--- src/rtl/krt_pkg.sv ---
// Package for the keyed record table: shared constants, command and status
// codes, the request and result records, and the sequencer state type.
// No dependencies.
package krt_pkg;

   localparam int unsigned TABLE_DEPTH_DEF = 64;
   localparam int unsigned KEY_BYTES_DEF   = 8;
   localparam int unsigned KEY_W           = 64;
   localparam int unsigned MATCH_W         = 7;
   localparam int unsigned QUEUE_DEPTH     = 2;
   localparam int unsigned QPTR_W          = $clog2(QUEUE_DEPTH);
   localparam int unsigned QCNT_W          = $clog2(QUEUE_DEPTH + 1);

   typedef enum logic [1:0] {
      CMD_ADD    = 2'd0,
      CMD_REMOVE = 2'd1,
      CMD_SEARCH = 2'd2,
      CMD_LIST   = 2'd3
   } cmd_type;

   typedef enum logic [2:0] {
      ST_ADDED    = 3'd0,
      ST_FULL     = 3'd1,
      ST_REMOVED  = 3'd2,
      ST_SEARCH   = 3'd3,
      ST_LISTED   = 3'd4,
      ST_NO_MATCH = 3'd5
   } status_type;

   typedef enum logic [2:0] {
      S_IDLE   = 3'd0,
      S_ADD    = 3'd1,
      S_SCAN   = 3'd2,
      S_MOVE   = 3'd3,
      S_FINISH = 3'd4
   } state_type;

   typedef struct packed {
      cmd_type          cmd;
      logic [KEY_W-1:0] name_key;
      logic [KEY_W-1:0] color_key;
   } req_type;

   typedef struct packed {
      status_type         status;
      logic               found;
      logic [MATCH_W-1:0] match_count;
      logic [KEY_W-1:0]   out_name;
      logic [KEY_W-1:0]   out_color;
      logic               last;
   } rsp_type;

endpackage

--- src/rtl/krt_front.sv ---
// Front end of the keyed record table: accepts requests, trims keys to the
// configured byte count, and holds them in a short queue for the back end.
// Depends on krt_pkg.
module krt_front #(
   parameter int unsigned KEY_BYTES = krt_pkg::KEY_BYTES_DEF
) (
   input  logic                      clock,
   input  logic                      reset,
   input  logic                      req_push,
   output logic                      req_full,
   input  logic [1:0]                req_cmd,
   input  logic [krt_pkg::KEY_W-1:0] req_name_key,
   input  logic [krt_pkg::KEY_W-1:0] req_color_key,
   output logic                      q_valid,
   input  logic                      q_pop,
   output krt_pkg::req_type          q_head
);

   krt_pkg::req_type                 slot_ff [krt_pkg::QUEUE_DEPTH];
   krt_pkg::req_type                 entry;
   logic [krt_pkg::QPTR_W-1:0]       wr_ptr_ff, wr_ptr_in;
   logic [krt_pkg::QPTR_W-1:0]       rd_ptr_ff, rd_ptr_in;
   logic [krt_pkg::QCNT_W-1:0]       count_ff, count_in;
   logic                             do_push;
   logic                             do_pop;

   // trim keys: bytes above KEY_BYTES read as zero
   always_comb begin
      entry.cmd = krt_pkg::cmd_type'(req_cmd);
      for (int b = 0; b < 8; b++) begin
         entry.name_key[8*b +: 8]  = (b < KEY_BYTES) ? req_name_key[8*b +: 8]  : 8'h00;
         entry.color_key[8*b +: 8] = (b < KEY_BYTES) ? req_color_key[8*b +: 8] : 8'h00;
      end
   end

   assign req_full = (count_ff == krt_pkg::QCNT_W'(krt_pkg::QUEUE_DEPTH));
   assign q_valid  = (count_ff != '0);
   assign q_head   = slot_ff[rd_ptr_ff];
   assign do_push  = req_push && !req_full;
   assign do_pop   = q_pop && q_valid;

   // advance pointers and occupancy
   always_comb begin
      wr_ptr_in = wr_ptr_ff;
      rd_ptr_in = rd_ptr_ff;
      count_in  = count_ff;
      if (do_push) begin
         wr_ptr_in = wr_ptr_ff + 1'b1;
      end
      if (do_pop) begin
         rd_ptr_in = rd_ptr_ff + 1'b1;
      end
      if (do_push && !do_pop) begin
         count_in = count_ff + 1'b1;
      end else if (do_pop && !do_push) begin
         count_in = count_ff - 1'b1;
      end
   end

   always_ff @(posedge clock) begin
      if (reset) begin
         wr_ptr_ff <= '0;
         rd_ptr_ff <= '0;
         count_ff  <= '0;
      end else begin
         wr_ptr_ff <= wr_ptr_in;
         rd_ptr_ff <= rd_ptr_in;
         count_ff  <= count_in;
      end
   end

   // store the request payload
   always_ff @(posedge clock) begin
      if (do_push) begin
         slot_ff[wr_ptr_ff] <= entry;
      end
   end

endmodule

--- config.mk ---
export PLATFORM = sky130hd
export DESIGN_NAME = krt_front
export DESIGN_NICKNAME = d
export VERILOG_FILES = /design/src/rtl/krt_pkg.sv /design/src/rtl/krt_front.sv
export SDC_FILE = /design/constraint.sdc
export NUM_CORES = 1
export LEC_CHECK = 0
export ABC_AREA = 1
export BUFFER_PORTS_ARGS = -buffer_cell sky130_fd_sc_hd__buf_2
export CAP_MARGIN = 20
export CORE_UTILIZATION = 42
export DETAILED_ROUTE_END_ITERATION = 12
export PLACE_DENSITY = 0.65
export SLEW_MARGIN = 20
export SYNTH_ARGS = -nofsm -noshare
export SYNTH_HDL_FRONTEND = slang
export SYNTH_SLANG_ARGS = --single-unit
--- constraint.sdc ---
create_clock -name clock -period 9.3 [get_ports clock]
set_clock_uncertainty 0.05 [all_clocks]
set_input_delay 0.465 -clock clock [delete_from_list [all_inputs] [get_ports clock]]
set_output_delay 0.465 -clock clock [all_outputs]
set_load 0.02 [all_outputs]
# == Word-level counts from Yosys, hierarchy flattened ==
# Memory sizes are Yosys's and may differ from the RTL's. A register that Yosys moved wholly into a read port is not among the register bits.
# Index checks and enable logic that the tools add are counted.
# classes
n_addsub,4
n_reduce_logical,9
n_mux,6
eq_ne,1
# ops
cell,count
$logic_and 1x1->1,4
$mux 1,4
$mux 2,2
$reduce_bool 2->1,2
$logic_not 1->1,3
$add 1x1->1 const B,2
$add 2x1->2 const B,1
$eq 2x2->1 const B,1
$sub 2x1->2 const B,1
# totals
out_inout_bits,132
register_bits,4
mem_bits_rw,260
wordCells,24
input_bits,134
mem_count,1
# memory_table
name,depth,width,read_ports,rd_clocked_by_memory_dff,wr,line,source
slot_ff,2,130,1,1,1,krt_front.sv:19,krt_pkg::req_type slot_ff [krt_pkg::QUEUE_DEPTH];

# == Depth between registers and ports, before layout ==
# depth
ltp_word,7
mapped_depth,10
mapped_depth_nobuf,10

# == Worst setup path before layout ==
# Ideal clock, no wire load.
# synth_timing
kind,input port to flip-flop
from,input port req_push
to,memory slot_ff[0][0] in the netlist's numbering (enable)
t_arrival_ns,6.021
required_time_ns,8.629
setup_slack_ns,2.608
path_stages,2
setup_ns,0.621
n_path_buf,0
path_cell_list,o21ai_0 -> nor2_1
# synth_between
elab_chain_len,3
# synth_rtl
item,line,source
start: declaration,krt_front.sv:9,"input logic req_push,"
$logic_and 1x1->1,krt_front.sv:39,assign do_push = req_push && !req_full;
$mux 1,krt_front.sv:74,if (do_push) begin
$mux 1 (not written as such),krt_front.sv:75,slot_ff[wr_ptr_ff] <= entry;
end: declaration,krt_front.sv:19,
# No other way between the ends.

==> results.txt <==
outcome = completed
DIE WIDTH = 153.6 µm
Max FO, Critical Path = 69
list of most frequent post-synthesis cells = 260 x edfxtp_1, 130 x mux2_2, 10 x buf_6
Critical Path Start Type = flip-flop
GRT Total Usage = 14.88%
metal3 WL = 1354 µm
net switching power = 973.7 µW
Syn. warnings = 0
top sig layer = met5
share of post-route cells with drive strength above 1 = 58.77%
Syn-to-layout area delta = 25.32%
Clock transition at path regs = 60 ps
grt total ovfl = 0
I/O pins = 266
# rows = 55
CTS Root Cell = clkbuf_16
Final Core Density = 53.56%
leading area contributor after synthesis = edfxtp_1
critical path capture point type = output port
RSZ-0062 raised after global routing = false
largest net degree at the start of global routing = 82
Hold Violations, Final = 0
total length of routed wires = 18,210 µm
initial antenna violation count = 2
DRC violation total after the first TritonRoute iteration = 273
CTS sink cnt = 265
CTS tree = done
Final setup viols = 0
Post-Syn Instances = 441
ys flop type = edfxtp_1
Total Neg Setup Slack = 0 ps
PostCTS Resize Cnt = 0
PortBufs = 265
DIE HEIGHT = 153.6 µm
post-synth top area share = 80.93%
register bit count reported by yosys = 265
Comb pwr share = 23.6%
synth top area cells = edfxtp_1 81%, mux2_2 15%, buf_6 1.2%, dfxtp_1 1.0%, inv_1 0.31%
Max Cap Viol = 0
setup bufs post-CTS = 0
count leader, synth = edfxtp_1
htree depth = 1
CP arrival = 2930 ps
post-synthesis sequential area ratio = 81.97%
Max VDD drop = 0.0001603 V
DP HPWL = 12,000 µm
Inserted Clock Buffers = 29
Yosys cell types = 14
fin crit period = 3441 ps
Sw Share = 28.94%
routability cong. = 0.7256
DR WL met2 = 9332 µm
asr flop ratio synth = 0%
vias in the first global route = 5,273
Max-slew headroom = 38.79%
Via Count = 4,970
Critical Path RT = 8790 ps
Hold Crit Class = in -> reg
die area = 23,580 µm²
PwrDens = 278.3 nW/µm²
Max Freq = 290.6 MHz
Setup CP Type = reg -> out
Routed Antenna Nets = 0
CTS Buffer Depth = 3
P_int = 2391 µW
leakage = 0.004510 µW
Worst-Skew Late Latency = 530 ps
clock power share = 29.5%
Post-synth EDFFs = 260
final net count = 863
Mapped Area = 9647 µm²
Flop pwr share = 46.9%
DR DRC count = 0
Core Box Area = 22,570 µm²
hold_buf cts = 0
post-synth net total = 576
slew of the pin with the lowest slew margin = 918.1 ps
first-pass GRT wire length = 27,280 µm
met1 WL = 6924 µm
Routed WL per cell = 17.63 µm
Initial Util = 42.74%
syn avg cell area = 21.87 µm²
drt via density = 4.811
fin crit share = 37.00%
final-report max-slew violation count = 0
DR pass1 iterations = 4
## path summary, 6_finish.rpt
path                            slack, ps                     start  cells past startpoint                       end
worst min register to register        470    rd_ptr_ff$_SDFFE_PP0P_                      2    rd_ptr_ff$_SDFFE_PP0P_
worst min-delay path                   70         req_color_key[29]                      1  slot_ff[0][29]$_DFFE_PP_
worst max-delay path                 5860                 flip-flop                      3                q_head[76]
worst max register to register       7270  count_ff[1]$_SDFFE_PP0P_                      4  slot_ff[0][60]$_DFFE_PP_
## worst max-delay path, stage by stage (launching register included)
cell and delay, ps:
dfxtp_4 860, buf_4 790, mux2_2 430, buf_2 160
## layout by cell type, fill, tap and decap left out, drive strengths merged
cell,synthesis,final
buf,14,270
edfxtp,260,260
nand2,7,7
inv,8,9
nand3,2,2
ha,1,1
nor2,8,8
o21ai,3,3
dfxtp,5,5
diode,0,1
nand4,1,1
clkinv,0,12
mux2,130,130
clkbuf,0,37
a21oi,2,2
## sequential cells by signal, summed over array words and instances, names as in the netlist, named ones only
name,flops
wr_ptr_ff,1
slot_ff,260
count_ff,2
rd_ptr_ff,1
## power groups by stage
stage / combinational (µW) / sequential, µW / clock, µW
4_1_cts: 805 / 1580 / 1020
5_1_grt: 850 / 1600 / 1060
3_3_place_gp: 790 / 1600 / 0
2_1_floorplan: 586 / 1600 / 0
6_report: 795 / 1580 / 991
3_5_place_dp: 802 / 1610 / 0
## kinds of logic (layout without fill, tap and decap cells)
logic type                 Yosys count  in the layout  share of synthesized area (%)
adders and majority gates            1              1                         0.1297
DFF                                265            265                          81.97
and+or+nand+nor                     18             18                         0.7524
other                                0              1                              0
AOI/OAI and AO/OA                    5              5                         0.2594
buffers and inverters               22            328                          1.712
muxes                              130            130                          15.18
## per-stage QoR
| stage | area (µm²) | power [µW] | setup WS, ps | hold slack [ps] | std cells |
|---|---|---|---|---|---|
| 2_1_floorplan | 9647 | 2181 | 2608 | 414.5 | 441 |
| 3_3_place_gp | 11250 | 2387 | 6410 | 431.8 | 982 |
| 3_5_place_dp | 11250 | 2411 | 6365 | 443.3 | 982 |
| 4_1_cts | 12080 | 3411 | 5783 | 39.33 | 1032 |
| 5_1_grt | 12090 | 3508 | 5673 | 45.95 | 1033 |
| 6_report | 12090 | 3365 | 5859 | 67.28 | 1033 |
## layout make-up
class                   count  area (µm²)
clock buffers              37       755.7
flip-flops and latches    265        7911
clock inverters            13       72.57
inverters                   8       30.03
fillers                  1844       10480
well taps                 285       356.6
repair buffers            270        1371
diodes                      1       2.502
multi-input cells         154        1589
## per-layer routing
metal	up-vias	GRT usage [%]
met5	-	0
met4	2	5.333
met3	40	3.946
met2	190	26.43
met1	2425	17.32
li1	2313	-
No activity file was read; power rests on OpenSTA's default activity.
